File: config.mk
export PLATFORM = sky130hd
export DESIGN_NAME = pausable_countdown_timer_flat
export DESIGN_NICKNAME = d
export VERILOG_FILES = /design/src/pct_pkg.sv /design/src/pct_ifs.sv /design/src/pct_cfg_regs.sv /design/src/pct_core.sv /design/src/pct_secs.sv /design/src/pausable_countdown_timer.sv /design/src/flat_wrapper.sv
export SDC_FILE = /design/constraint.sdc
export NUM_CORES = 2
export LEC_CHECK = 0
export BUFFER_PORTS_ARGS = -buffer_cell sky130_fd_sc_hd__buf_4
export CAP_MARGIN = 10
export CORE_ASPECT_RATIO = 0.5
export CORE_UTILIZATION = 65
export CTS_BUF_LIST = sky130_fd_sc_hd__clkbuf_2 sky130_fd_sc_hd__clkbuf_4 sky130_fd_sc_hd__clkbuf_8
export DETAILED_ROUTE_END_ITERATION = 6
export GPL_ROUTABILITY_DRIVEN = 0
export PLACE_DENSITY = 0.83
export SYNTH_ARGS = -nofsm -noshare
export SYNTH_HDL_FRONTEND = slang
export SYNTH_SLANG_ARGS = --single-unit
File: constraint.sdc
create_clock -name clk -period 9.7 [get_ports clk]
set_input_delay 0.485 -clock clk [delete_from_list [all_inputs] [get_ports clk]]
set_output_delay 0.485 -clock clk [all_outputs]
set_load 0.01 [all_outputs]
File: src/pct_pkg.sv
`timescale 1ns / 1ps
// Shared types, constants and helpers for the pausable countdown timer.
package pct_pkg;

	// Number of preset duration slots
	localparam int NumPresets = 6;

	// Field widths
	localparam int OpW      = 4;
	localparam int MsW      = 32;
	localparam int SelW     = 27;
	localparam int MinW     = 12;
	localparam int PidxW    = 3;
	localparam int PcountW  = 3;
	localparam int SecW     = 23;
	localparam int ModeW    = 2;
	localparam int CfgIdxW  = 3;
	localparam int CfgDataW = 32;
	// Signed width of minutes_delta * 60000 (full 12-bit input range fits)
	localparam int DeltaW   = 28;

	localparam logic [SelW-1:0] MaxDurationMs = 27'd86400000;
	localparam logic [16:0]     MsPerMinute   = 17'd60000;
	localparam logic [9:0]      RoundUpMs     = 10'd999;

	// Ceiling seconds: ((ms + 999) >> 3) / 125 as a multiply by reciprocal.
	// 30-bit dividend, error term 28 stays under 2^(37-30), so exact.
	localparam int              DivPreShift = 3;
	localparam int              DivInW      = 30;
	localparam int              RecipW      = 31;
	localparam int              RecipShift  = 37;
	localparam logic [RecipW-1:0] RecipM    = 31'd1099511628;
	localparam int              ProdW       = DivInW + RecipW;

	localparam logic [0:5][SelW-1:0] PresetDefaults = {
		27'd60000, 27'd300000, 27'd600000, 27'd900000, 27'd1800000, 27'd3600000
	};
	localparam logic [MsW-1:0]     TimeoutDefault = 32'd30000;
	localparam logic [PcountW-1:0] PcountDefault  = 3'd6;

	// Timer mode, one-hot
	typedef enum logic [3:0] {
		MODE_IDLE     = 4'b0001,
		MODE_RUNNING  = 4'b0010,
		MODE_PAUSED   = 4'b0100,
		MODE_FINISHED = 4'b1000
	} mode_t;

	localparam logic [ModeW-1:0] ModeCodeIdle     = 2'd0;
	localparam logic [ModeW-1:0] ModeCodeRunning  = 2'd1;
	localparam logic [ModeW-1:0] ModeCodePaused   = 2'd2;
	localparam logic [ModeW-1:0] ModeCodeFinished = 2'd3;

	// Command codes
	typedef enum logic [OpW-1:0] {
		OP_TICK     = 4'd0,
		OP_SET      = 4'd1,
		OP_PRESET   = 4'd2,
		OP_START    = 4'd3,
		OP_PAUSE    = 4'd4,
		OP_RESUME   = 4'd5,
		OP_CANCEL   = 4'd6,
		OP_ADD_MIN  = 4'd7,
		OP_DISMISS  = 4'd8
	} op_t;

	// Configuration register indexes
	typedef enum logic [CfgIdxW-1:0] {
		CFG_ALERT_TIMEOUT = 3'd0,
		CFG_PRESET_COUNT  = 3'd1,
		CFG_PRESET_0      = 3'd2
	} cfg_reg_t;

	// Configuration snapshot
	typedef struct packed {
		logic [MsW-1:0]                 alert_timeout_ms;
		logic [PcountW-1:0]             preset_count;
		logic [NumPresets-1:0][SelW-1:0] preset_ms;
	} cfg_t;

	// Registered input item
	typedef struct packed {
		logic [OpW-1:0]           opcode;
		logic [MsW-1:0]           duration_ms;
		logic signed [DeltaW-1:0] delta_ms;
		logic [PidxW-1:0]         preset_index;
	} cmd_t;

	// Timer state after one item plus per-item flags
	typedef struct packed {
		mode_t           mode;
		logic [MsW-1:0]  remaining;
		logic [MsW-1:0]  total;
		logic [SelW-1:0] selected;
		logic            alert;
		logic            finished_now;
		logic            accepted;
	} res_t;

	// Load enables for the seconds pipeline
	typedef struct packed {
		logic ld_s3;
		logic ld_s4;
		logic ld_s5;
	} pipe_ctl_t;

	// Result item
	typedef struct packed {
		logic [ModeW-1:0] mode;
		logic [MsW-1:0]   remaining_ms;
		logic [SecW-1:0]  remaining_seconds;
		logic [MsW-1:0]   total_ms;
		logic [SelW-1:0]  selected_ms;
		logic             alert_active;
		logic             finished_now;
		logic             seconds_changed;
		logic             accepted;
	} out_t;

	function automatic logic [ModeW-1:0] mode_code(input mode_t m);
		logic [ModeW-1:0] c;
		unique case (m)
			MODE_IDLE:     c = ModeCodeIdle;
			MODE_RUNNING:  c = ModeCodeRunning;
			MODE_PAUSED:   c = ModeCodePaused;
			MODE_FINISHED: c = ModeCodeFinished;
			default:       c = ModeCodeIdle;
		endcase
		return c;
	endfunction

endpackage

File: src/pct_ifs.sv
`timescale 1ns / 1ps
// Channel interfaces: command items, result items and configuration writes.
interface pct_cmd_if import pct_pkg::*; ();
	logic                    valid;
	logic                    ready;
	logic [OpW-1:0]          opcode;
	logic [MsW-1:0]          duration_ms;
	logic signed [MinW-1:0]  minutes_delta;
	logic [PidxW-1:0]        preset_index;

	modport source (output valid, opcode, duration_ms, minutes_delta, preset_index,
		input ready);
	modport sink (input valid, opcode, duration_ms, minutes_delta, preset_index,
		output ready);
endinterface

interface pct_rsp_if import pct_pkg::*; ();
	logic             valid;
	logic             ready;
	logic [ModeW-1:0] mode;
	logic [MsW-1:0]   remaining_ms;
	logic [SecW-1:0]  remaining_seconds;
	logic [MsW-1:0]   total_ms;
	logic [SelW-1:0]  selected_ms;
	logic             alert_active;
	logic             finished_now;
	logic             seconds_changed;
	logic             accepted;

	modport source (output valid, mode, remaining_ms, remaining_seconds, total_ms,
		selected_ms, alert_active, finished_now, seconds_changed, accepted,
		input ready);
	modport sink (input valid, mode, remaining_ms, remaining_seconds, total_ms,
		selected_ms, alert_active, finished_now, seconds_changed, accepted,
		output ready);
endinterface

interface pct_cfg_if import pct_pkg::*; ();
	logic                valid;
	logic                ready;
	logic [CfgIdxW-1:0]  index;
	logic [CfgDataW-1:0] data;

	modport source (output valid, index, data, input ready);
	modport sink (input valid, index, data, output ready);
endinterface

File: src/pct_cfg_regs.sv
`timescale 1ns / 1ps
// Configuration register file: alert timeout, preset count and preset slots.
module pct_cfg_regs import pct_pkg::*; (
	input  logic      clk,
	input  logic      arst_n,
	pct_cfg_if.sink   cfg,
	output cfg_t      regs
);

	cfg_t regs_q;
	logic wr;

	// Writes are always taken
	assign cfg.ready = 1'b1;
	assign wr        = cfg.valid;
	assign regs      = regs_q;

	// Store register writes
	always_ff @(posedge clk or negedge arst_n) begin
		if (!arst_n) begin
			regs_q.alert_timeout_ms <= TimeoutDefault;
			regs_q.preset_count     <= PcountDefault;
			for (int i = 0; i < NumPresets; i++) begin
				regs_q.preset_ms[i] <= PresetDefaults[i];
			end
		end else if (wr) begin
			if (cfg.index == CFG_ALERT_TIMEOUT) begin
				regs_q.alert_timeout_ms <= cfg.data;
			end
			if (cfg.index == CFG_PRESET_COUNT) begin
				regs_q.preset_count <= cfg.data[PcountW-1:0];
			end
			for (int i = 0; i < NumPresets; i++) begin
				if (cfg.index == CFG_PRESET_0 + CfgIdxW'(i)) begin
					regs_q.preset_ms[i] <= cfg.data[SelW-1:0];
				end
			end
		end
	end

endmodule

File: src/pct_core.sv
`timescale 1ns / 1ps
// Timer state update: applies one item to the mode, counters and alert.
module pct_core import pct_pkg::*; (
	input  logic clk,
	input  logic arst_n,
	input  cfg_t cfg,
	input  cmd_t item,
	input  logic upd,
	output res_t res
);

	mode_t           mode_q, mode_d;
	logic [MsW-1:0]  rem_q, rem_d;
	logic [MsW-1:0]  tot_q, tot_d;
	logic [SelW-1:0] sel_q, sel_d;
	logic            alert_q, alert_d;
	logic [MsW-1:0]  elapsed_q, elapsed_d;
	logic            fin_q, fin_d;
	logic            acc_q, acc_d;

	function automatic logic [MsW-1:0] sat_add(input logic [MsW-1:0] base,
		input logic signed [DeltaW-1:0] delta);
		logic signed [MsW+1:0] s;
		s = $signed({2'b00, base}) + $signed({{(MsW+2-DeltaW){delta[DeltaW-1]}}, delta});
		if (s[MsW+1]) begin
			return '0;
		end else if (s[MsW]) begin
			return '1;
		end
		return s[MsW-1:0];
	endfunction

	function automatic logic [SelW-1:0] clamp_ms(input logic [MsW-1:0] v);
		return (v > MsW'(MaxDurationMs)) ? MaxDurationMs : v[SelW-1:0];
	endfunction

	// Next state for the item in the input register
	always_comb begin
		logic [MsW-1:0]  rem_dec;
		logic [MsW-1:0]  el_inc;
		logic [SelW-1:0] preset_val;
		logic            preset_ok;
		logic            cancel;

		mode_d    = mode_q;
		rem_d     = rem_q;
		tot_d     = tot_q;
		sel_d     = sel_q;
		alert_d   = alert_q;
		elapsed_d = elapsed_q;
		fin_d     = 1'b0;
		acc_d     = 1'b1;
		cancel    = 1'b0;

		rem_dec = rem_q - MsW'(rem_q != '0);
		el_inc  = elapsed_q + MsW'(elapsed_q != '1);

		preset_val = '0;
		for (int i = 0; i < NumPresets; i++) begin
			if (item.preset_index == PidxW'(i)) begin
				preset_val = cfg.preset_ms[i];
			end
		end
		preset_ok = ({1'b0, item.preset_index} < {1'b0, cfg.preset_count})
			&& ({1'b0, item.preset_index} < (PidxW+1)'(NumPresets));

		unique case (op_t'(item.opcode))
			OP_TICK: begin
				if (mode_q == MODE_RUNNING) begin
					rem_d = rem_dec;
					if (rem_dec == '0) begin
						mode_d    = MODE_FINISHED;
						alert_d   = 1'b1;
						elapsed_d = '0;
						fin_d     = 1'b1;
					end
				end else if (alert_q) begin
					// Alert times out on its own
					elapsed_d = el_inc;
					if (el_inc >= cfg.alert_timeout_ms) begin
						cancel = 1'b1;
					end
				end
			end
			OP_SET: begin
				sel_d = clamp_ms(item.duration_ms);
			end
			OP_PRESET: begin
				if (preset_ok) begin
					sel_d = clamp_ms(MsW'(preset_val));
				end else begin
					acc_d = 1'b0;
				end
			end
			OP_START: begin
				if (sel_q == '0) begin
					acc_d = 1'b0;
				end else begin
					alert_d   = 1'b0;
					elapsed_d = '0;
					tot_d     = MsW'(sel_q);
					rem_d     = MsW'(sel_q);
					mode_d    = MODE_RUNNING;
				end
			end
			OP_PAUSE: begin
				if (mode_q == MODE_RUNNING) begin
					mode_d = MODE_PAUSED;
				end else begin
					acc_d = 1'b0;
				end
			end
			OP_RESUME: begin
				if (mode_q == MODE_PAUSED && rem_q != '0) begin
					mode_d = MODE_RUNNING;
				end else begin
					acc_d = 1'b0;
				end
			end
			OP_CANCEL, OP_DISMISS: begin
				cancel = 1'b1;
			end
			OP_ADD_MIN: begin
				if (mode_q == MODE_RUNNING || mode_q == MODE_PAUSED) begin
					tot_d = sat_add(tot_q, item.delta_ms);
					rem_d = sat_add(rem_q, item.delta_ms);
				end else begin
					acc_d = 1'b0;
				end
			end
			default: begin
				acc_d = 1'b0;
			end
		endcase

		// Drop back to idle
		if (cancel) begin
			alert_d   = 1'b0;
			elapsed_d = '0;
			tot_d     = '0;
			rem_d     = '0;
			mode_d    = MODE_IDLE;
		end
	end

	// Commit state when the item moves on
	always_ff @(posedge clk or negedge arst_n) begin
		if (!arst_n) begin
			mode_q    <= MODE_IDLE;
			rem_q     <= '0;
			tot_q     <= '0;
			sel_q     <= '0;
			alert_q   <= 1'b0;
			elapsed_q <= '0;
			fin_q     <= 1'b0;
			acc_q     <= 1'b0;
		end else if (upd) begin
			mode_q    <= mode_d;
			rem_q     <= rem_d;
			tot_q     <= tot_d;
			sel_q     <= sel_d;
			alert_q   <= alert_d;
			elapsed_q <= elapsed_d;
			fin_q     <= fin_d;
			acc_q     <= acc_d;
		end
	end

	assign res.mode         = mode_q;
	assign res.remaining    = rem_q;
	assign res.total        = tot_q;
	assign res.selected     = sel_q;
	assign res.alert        = alert_q;
	assign res.finished_now = fin_q;
	assign res.accepted     = acc_q;

endmodule

File: src/pct_secs.sv
`timescale 1ns / 1ps
// Ceiling-seconds pipeline: round up, reciprocal multiply, change detect.
module pct_secs import pct_pkg::*; (
	input  logic      clk,
	input  logic      arst_n,
	input  pipe_ctl_t ctl,
	input  res_t      res,
	output out_t      out
);

	res_t              res_s3, res_s4;
	logic [DivInW-1:0] x_s3;
	logic [ProdW-1:0]  prod_s4;
	logic [ProdW-1:0]  prod;
	logic [MsW:0]      rounded;
	logic [SecW-1:0]   secs;
	logic [SecW-1:0]   last_q;
	out_t              out_s5;

	assign rounded = {1'b0, res.remaining} + (MsW+1)'(RoundUpMs);
	assign prod    = ProdW'(x_s3) * ProdW'(RecipM);
	assign secs    = prod_s4[RecipShift +: SecW];

	// Round up and pre-divide by eight
	always_ff @(posedge clk) begin
		if (ctl.ld_s3) begin
			res_s3 <= res;
			x_s3   <= rounded[DivPreShift +: DivInW];
		end
	end

	// Multiply by the reciprocal of 125
	always_ff @(posedge clk) begin
		if (ctl.ld_s4) begin
			res_s4  <= res_s3;
			prod_s4 <= prod;
		end
	end

	// Build the result item
	always_ff @(posedge clk) begin
		if (ctl.ld_s5) begin
			out_s5.mode              <= mode_code(res_s4.mode);
			out_s5.remaining_ms      <= res_s4.remaining;
			out_s5.remaining_seconds <= secs;
			out_s5.total_ms          <= res_s4.total;
			out_s5.selected_ms       <= res_s4.selected;
			out_s5.alert_active      <= res_s4.alert;
			out_s5.finished_now      <= res_s4.finished_now;
			out_s5.seconds_changed   <= (secs != last_q);
			out_s5.accepted          <= res_s4.accepted;
		end
	end

	// Track the last reported seconds
	always_ff @(posedge clk or negedge arst_n) begin
		if (!arst_n) begin
			last_q <= '0;
		end else if (ctl.ld_s5) begin
			last_q <= secs;
		end
	end

	assign out = out_s5;

endmodule

File: src/pausable_countdown_timer.sv
`timescale 1ns / 1ps
// Top level: pausable countdown timer with preset slots and self-dismissing alert.
//
//   channel  dir  handshake      payload
//   cfg      in   valid/ready    index, data (ready always high)
//   cmd      in   valid/ready    opcode, duration_ms, minutes_delta, preset_index
//   rsp      out  valid/ready    mode, remaining_ms, remaining_seconds, total_ms,
//                                selected_ms, alert_active, finished_now,
//                                seconds_changed, accepted
//
// One item per clock sustained while rsp.ready stays high; each result passes
// through five registers (input register, state update, round-up,
// reciprocal multiply, result register).
// The state update reads its own registered state, so back-to-back items see each other's state.
// Every stage holds while the next is full and cannot move on; the rsp register stalls on rsp.ready.
// arst_n clears the timer state, valid bits and last seconds, and sets the config registers to their defaults.
module pausable_countdown_timer import pct_pkg::*; (
	input  logic       clk,
	input  logic       arst_n,
	pct_cfg_if.sink    cfg,
	pct_cmd_if.sink    cmd,
	pct_rsp_if.source  rsp
);

	cfg_t      regs;
	cmd_t      cmd_s1;
	res_t      res_s2;
	out_t      out_s5;
	pipe_ctl_t ctl;

	logic v_s1, v_s2, v_s3, v_s4, v_s5;
	logic rdy_s1, rdy_s2, rdy_s3, rdy_s4, rdy_s5;
	logic ld_s1, ld_s2;
	logic signed [DeltaW-1:0] delta_full;

	// Stage ready chain
	assign rdy_s5 = !v_s5 || rsp.ready;
	assign rdy_s4 = !v_s4 || rdy_s5;
	assign rdy_s3 = !v_s3 || rdy_s4;
	assign rdy_s2 = !v_s2 || rdy_s3;
	assign rdy_s1 = !v_s1 || rdy_s2;

	assign ld_s1     = cmd.valid && rdy_s1;
	assign ld_s2     = v_s1 && rdy_s2;
	assign ctl.ld_s3 = v_s2 && rdy_s3;
	assign ctl.ld_s4 = v_s3 && rdy_s4;
	assign ctl.ld_s5 = v_s4 && rdy_s5;

	assign cmd.ready = rdy_s1;

	// Advance valid bits
	always_ff @(posedge clk or negedge arst_n) begin
		if (!arst_n) begin
			v_s1 <= 1'b0;
			v_s2 <= 1'b0;
			v_s3 <= 1'b0;
			v_s4 <= 1'b0;
			v_s5 <= 1'b0;
		end else begin
			v_s1 <= ld_s1 || (v_s1 && !ld_s2);
			v_s2 <= ld_s2 || (v_s2 && !ctl.ld_s3);
			v_s3 <= ctl.ld_s3 || (v_s3 && !ctl.ld_s4);
			v_s4 <= ctl.ld_s4 || (v_s4 && !ctl.ld_s5);
			v_s5 <= ctl.ld_s5 || (v_s5 && !rsp.ready);
		end
	end

	// Scale minutes to milliseconds on the way in
	assign delta_full = DeltaW'(cmd.minutes_delta) * $signed({1'b0, MsPerMinute});

	// Capture the input item
	always_ff @(posedge clk) begin
		if (ld_s1) begin
			cmd_s1.opcode       <= cmd.opcode;
			cmd_s1.duration_ms  <= cmd.duration_ms;
			cmd_s1.delta_ms     <= delta_full;
			cmd_s1.preset_index <= cmd.preset_index;
		end
	end

	pct_cfg_regs u_cfg (
		.clk    (clk),
		.arst_n (arst_n),
		.cfg    (cfg),
		.regs   (regs)
	);

	pct_core u_core (
		.clk    (clk),
		.arst_n (arst_n),
		.cfg    (regs),
		.item   (cmd_s1),
		.upd    (ld_s2),
		.res    (res_s2)
	);

	pct_secs u_secs (
		.clk    (clk),
		.arst_n (arst_n),
		.ctl    (ctl),
		.res    (res_s2),
		.out    (out_s5)
	);

	assign rsp.valid             = v_s5;
	assign rsp.mode              = out_s5.mode;
	assign rsp.remaining_ms      = out_s5.remaining_ms;
	assign rsp.remaining_seconds = out_s5.remaining_seconds;
	assign rsp.total_ms          = out_s5.total_ms;
	assign rsp.selected_ms       = out_s5.selected_ms;
	assign rsp.alert_active      = out_s5.alert_active;
	assign rsp.finished_now      = out_s5.finished_now;
	assign rsp.seconds_changed   = out_s5.seconds_changed;
	assign rsp.accepted          = out_s5.accepted;

	// An alert only exists while the timer sits in finished mode
	a_alert_finished: assert property (@(posedge clk) disable iff (!arst_n)
		res_s2.alert |-> res_s2.mode == MODE_FINISHED)
		else $error("alert raised outside finished mode");

	// The item that ends a run reports finished mode with the alert up
	a_finish_flags: assert property (@(posedge clk) disable iff (!arst_n)
		rsp.valid && rsp.finished_now |-> rsp.mode == ModeCodeFinished && rsp.alert_active
			&& rsp.remaining_ms == '0)
		else $error("finish item without finished mode or alert");

	// Reported seconds are the ceiling of the remaining milliseconds
	a_ceil_secs: assert property (@(posedge clk) disable iff (!arst_n)
		rsp.valid |-> (34'(rsp.remaining_seconds) * 34'd1000 >= 34'(rsp.remaining_ms))
			&& (rsp.remaining_seconds == '0
				|| (34'(rsp.remaining_seconds) - 34'd1) * 34'd1000 < 34'(rsp.remaining_ms)))
		else $error("remaining_seconds is not the rounded-up quotient");

endmodule

File: src/flat_wrapper.sv
// flat-port wrapper written by rule: the top's interface ports become plain ports
module pausable_countdown_timer_flat import pct_pkg::*;
  (clk, arst_n, cfg_valid, cfg_index, cfg_data, cfg_ready, cmd_valid, cmd_opcode, cmd_duration_ms, cmd_minutes_delta, cmd_preset_index, cmd_ready, rsp_valid, rsp_mode, rsp_remaining_ms, rsp_remaining_seconds, rsp_total_ms, rsp_selected_ms, rsp_alert_active, rsp_finished_now, rsp_seconds_changed, rsp_accepted, rsp_ready);
  pct_cfg_if cfg_i ();
  pct_cmd_if cmd_i ();
  pct_rsp_if rsp_i ();
  input  logic clk;
  input  logic arst_n;
  input wire logic [$bits(cfg_i.valid)-1:0] cfg_valid;
  input wire logic [$bits(cfg_i.index)-1:0] cfg_index;
  input wire logic [$bits(cfg_i.data)-1:0] cfg_data;
  output wire logic [$bits(cfg_i.ready)-1:0] cfg_ready;
  input wire logic [$bits(cmd_i.valid)-1:0] cmd_valid;
  input wire logic [$bits(cmd_i.opcode)-1:0] cmd_opcode;
  input wire logic [$bits(cmd_i.duration_ms)-1:0] cmd_duration_ms;
  input wire logic [$bits(cmd_i.minutes_delta)-1:0] cmd_minutes_delta;
  input wire logic [$bits(cmd_i.preset_index)-1:0] cmd_preset_index;
  output wire logic [$bits(cmd_i.ready)-1:0] cmd_ready;
  output wire logic [$bits(rsp_i.valid)-1:0] rsp_valid;
  output wire logic [$bits(rsp_i.mode)-1:0] rsp_mode;
  output wire logic [$bits(rsp_i.remaining_ms)-1:0] rsp_remaining_ms;
  output wire logic [$bits(rsp_i.remaining_seconds)-1:0] rsp_remaining_seconds;
  output wire logic [$bits(rsp_i.total_ms)-1:0] rsp_total_ms;
  output wire logic [$bits(rsp_i.selected_ms)-1:0] rsp_selected_ms;
  output wire logic [$bits(rsp_i.alert_active)-1:0] rsp_alert_active;
  output wire logic [$bits(rsp_i.finished_now)-1:0] rsp_finished_now;
  output wire logic [$bits(rsp_i.seconds_changed)-1:0] rsp_seconds_changed;
  output wire logic [$bits(rsp_i.accepted)-1:0] rsp_accepted;
  input wire logic [$bits(rsp_i.ready)-1:0] rsp_ready;
  assign cfg_i.valid = cfg_valid;
  assign cfg_i.index = cfg_index;
  assign cfg_i.data = cfg_data;
  assign cfg_ready = cfg_i.ready;
  assign cmd_i.valid = cmd_valid;
  assign cmd_i.opcode = cmd_opcode;
  assign cmd_i.duration_ms = cmd_duration_ms;
  assign cmd_i.minutes_delta = cmd_minutes_delta;
  assign cmd_i.preset_index = cmd_preset_index;
  assign cmd_ready = cmd_i.ready;
  assign rsp_valid = rsp_i.valid;
  assign rsp_mode = rsp_i.mode;
  assign rsp_remaining_ms = rsp_i.remaining_ms;
  assign rsp_remaining_seconds = rsp_i.remaining_seconds;
  assign rsp_total_ms = rsp_i.total_ms;
  assign rsp_selected_ms = rsp_i.selected_ms;
  assign rsp_alert_active = rsp_i.alert_active;
  assign rsp_finished_now = rsp_i.finished_now;
  assign rsp_seconds_changed = rsp_i.seconds_changed;
  assign rsp_accepted = rsp_i.accepted;
  assign rsp_i.ready = rsp_ready;
  pausable_countdown_timer u_core (.clk(clk), .arst_n(arst_n), .cfg(cfg_i), .cmd(cmd_i), .rsp(rsp_i));
endmodule
==> impl_metrics.json <==
{
  "setup_violations": 0,
  "holdPathStages": 4,
  "grt_util_all_layers_pct": 33.1,
  "tightest_slew_ps": 1340,
  "root_buffer": "clkbuf_8",
  "synthCells": 4498,
  "die_h_um": 202,
  "final_cells": 5931,
  "grt_use_met2_pct": 53.9,
  "synth_area_mm2": 0.0519,
  "path_buf_inv": 6,
  "hold_class": "in -> reg",
  "htree_num_levels": 3,
  "synth_fa_ha_area_share_pct": 25.8,
  "grt_util_met1_pct": 41.8,
  "synthFlopType": "edfxtp_1",
  "cts_made_buffers": 106,
  "post-route-min-period_ps": 8750,
  "skew_ps": 87.8,
  "crit_path_start_kind": "register",
  "drv_slew": 0,
  "vias": 37100,
  "synth-xor-area-share_pct": 2.83,
  "grt_pass1_vias": 38700,
  "crit_path_max_fanout": 11,
  "cts_sinks": 786,
  "layout-drive-gt1-share_pct": 15.6,
  "ys_async_sr_fraction_pct": 45.2,
  "drt_pass1_iterations": 7,
  "cp.arrival_ps": 9300,
  "critical_path_class": "reg -> reg",
  "crit_path_top_delay_cell": "a311oi_1",
  "maxCapViolCount": 0,
  "cts_buffer_depth": 3,
  "finalCritPeriodShare_pct": 90.2,
  "synth_top_family_by_area": "adder cells",
  "first_iter_violations": 3896,
  "io_pins": 214,
  "grt_max_degree": 133,
  "setup-tns-final_ps": 0,
  "synth.area.mux_share_pct": 5.60,
  "max_freq_mhz": 114,
  "synthToLayoutAreaGrowth_pct": 11.1,
  "wl_per_cell_um": 22.5,
  "crit_family": "adder cells",
  "final_antenna_net_count": 0,
  "seq_area_frac_synth_pct": 42.2,
  "ys_top_cells_by_area": "edfxtp_1, dfrtp_1, ha_1, fa_1, inv_1",
  "slew_headroom_pct": 10.8,
  "status": "finished with violations",
  "synthSimpleGateAreaFrac_pct": 7.85,
  "tritoncts": "built",
  "grt.overflow.total": 0,
  "place_area_mm2": 0.0546,
  "port_buffers": 212,
  "drt_drc_violations_left": 1,
  "finalHoldViolations": 0,
  "path_clk_slew_ps": 70,
  "ys_types": 85,
  "dp_hpwl_um": 96400,
  "required_ps": 10240,
  "worstSetupEndpointType": "register",
  "avgSynthCellArea_um2": 11.5,
  "antenna_found_initial": 2,
  "synth_edf_count": 431,
  "via_per_inst": 6.25,
  "worstSkewPairLatency_ps": 870,
  "die_w_um": 402,
  "gr-max-usage-layer": "met2",
  "placed_cells": 5650,
  "critical_path.max_stage_delay_ps": 940,
  "start_util_pct": 66.4,
  "synth_largest_type_area_fraction_pct": 24.9,
  "grt_pass1_wl_um": 210000,
  "synth_warnings": 0,
  "violations": "DRC",
  "rsz0062_at_grt": "no",
  "postLayoutCellArea_mm2": 0.0577,
  "synth_compound_area_share_pct": 9.55,
  "post-cts-setup-buffer-count": 0,
  "synth_fp_nets": 5464,
  "met3_usage_pct": 7.80,
  "rr_worst_depth": 24,
  "critical_path.most_common_cell": "fa_1",
  "final_nets": 5766,
  "fillers": 4905,
  "wl_um": 134000,
  "cp_num_cells": 24,
  "die_area_mm2": 0.0811,
  "num_rows": 72,
  "core_mm2": 0.0782,
  "yosys_register_bits": 786,
  "yosysTopAreaCell": "edfxtp_1",
  "crit_chain": "ha_1, fa_1, fa_1, inv_1, fa_1, inv_1, fa_1, inv_1, fa_1, inv_1, fa_1, inv_1, fa_1, inv_1, ha_1, nand4_1, nor4_1, o21ai_0, a311oi_1, o211ai_1, a21boi_0, a32oi_1, a21oi_1, xnor2_1"
}
flip-flops by register name (all words and copies together) (netlist names), 32 cells and up:
| signal | count |
|---|---|
| u_core.cmd_s1 | 62 |
| u_core.u_secs.out | 120 |
| u_core.u_core.elapsed_q | 32 |
| u_core.u_core.tot_q | 32 |
| u_core.u_core.rem_q | 32 |
| u_core.u_cfg.regs | 197 |
| u_core.u_secs.res_s3 | 98 |
| u_core.u_secs.res_s4 | 98 |
cell families after synthesis:
| logic type | Yosys count |
|---|---|
| multiplexers | 257 |
| flip-flops | 786 |
| AO/OA/AOI/OAI | 761 |
| adder cells (fa/ha/maj) | 875 |
| AND/OR/NAND/NOR | 808 |
| XOR/XNOR | 168 |
| buffers and inverters | 842 |
| other | 1 |
worst paths after layout:
path | from | endpoint | slack, ps
max | u_core.u_secs.x_s3[8]$_DFFE_PP_ | u_core.u_secs.prod_s4[59]$_DFFE_PP_ | 950
min | cfg_index[1] | u_core.u_cfg.regs[164]$_DFFE_PN1P_ | 160
max reg2reg | u_core.u_secs.x_s3[8]$_DFFE_PP_ | u_core.u_secs.prod_s4[59]$_DFFE_PP_ | 950
min reg2reg | u_core.u_secs.res_s4[3]$_DFFE_PP_ | u_core.u_secs.out[4]$_DFFE_PP_ | 400
max in group asynchronous | arst_n | u_core.u_cfg.regs[162]$_DFFE_PN0P_ | 6850
min in group asynchronous | arst_n | u_core.u_cfg.regs[40]$_DFFE_PN0P_ | 340
metrics by stage:
step | util [%] | setup WS [ps] | hold WS (ps)
after floorplan | - | 2540 | 189
after global placement | 69.9 | 1320 | 401
after detailed placement | 69.9 | 1050 | 405
after CTS | 73.8 | 997 | 104
after global routing | 73.8 | 557 | 145
final | 73.8 | 946 | 155
cell usage in the layout, fill, tap and decap left out, types with 20 or more instances in the layout:
master         count
o211ai_1          20
nand2_1          215
edfxtp_1         431
mux2_2           209
xor2_1            46
nor4_1            38
mux2i_1           42
ha_1             545
a21o_1            51
nand2b_1          30
dlygate4sd3_1     75
inv_1            708
nand3_1           92
xnor2_1          122
a211oi_1          22
a21oi_1          158
dfrtp_1          289
buf_4            247
nor2_1           148
fa_1             330
clkbuf_8         111
o31ai_1           36
and3_1            37
nand4_1           45
a31oi_1           24
dfstp_2           66
o21a_1            25
o21ai_0          209
o22ai_1           32
nor3_1            78
clkbuf_4          52
cell type report:
cell class	count	area [um^2]	area share [%]
inverters	710	2670	4.62
repair buffers	326	2660	4.60
clock inverters	37	370	0.642
diodes	3	7.51	0.0130
clock buffers	163	1920	3.32
flip-flops and latches	786	21900	37.9
well taps	1036	1300	2.25
multi-input cells	2870	26900	46.6
worst reg2reg max path: cells and delay by family, from the launching register on:
family,cells,cell delay [ps]
fa+ha+maj,9,4270
compound gates,6,2690
flops,1,720
simple gates,2,450
buf+inv,6,310
xor+xnor,1,80
what timing repair did:
item,CTS,global route
endpoints found under the hold margin,330,0
resized for setup,0,0
hold buffers,75,0
cells in the mapped netlist, types with 38 or more instances:
library cell	count
a21oi_1	158
a21o_1	51
nor2_1	149
nor4_1	38
nand2_1	215
nand4_1	45
nor3_1	81
edfxtp_1	431
xor2_1	46
mux2_2	209
dfstp_2	66
nand3_1	92
o21ai_0	209
ha_1	545
mux2i_1	42
fa_1	330
dfrtp_1	289
xnor2_1	122
inv_1	709
clkbuf_1	113
metal layers:
metal / vias up / wire, um
li1: 16400 / -
met1: 18300 / 50800
met2: 1916 / 63200
met3: 565 / 12100
met4: 0 / 7540
met5: - / 0
Power is left out: the tool's default activity adds up to more than one toggle a clock period on the data nets, which glitch-free logic cannot reach.
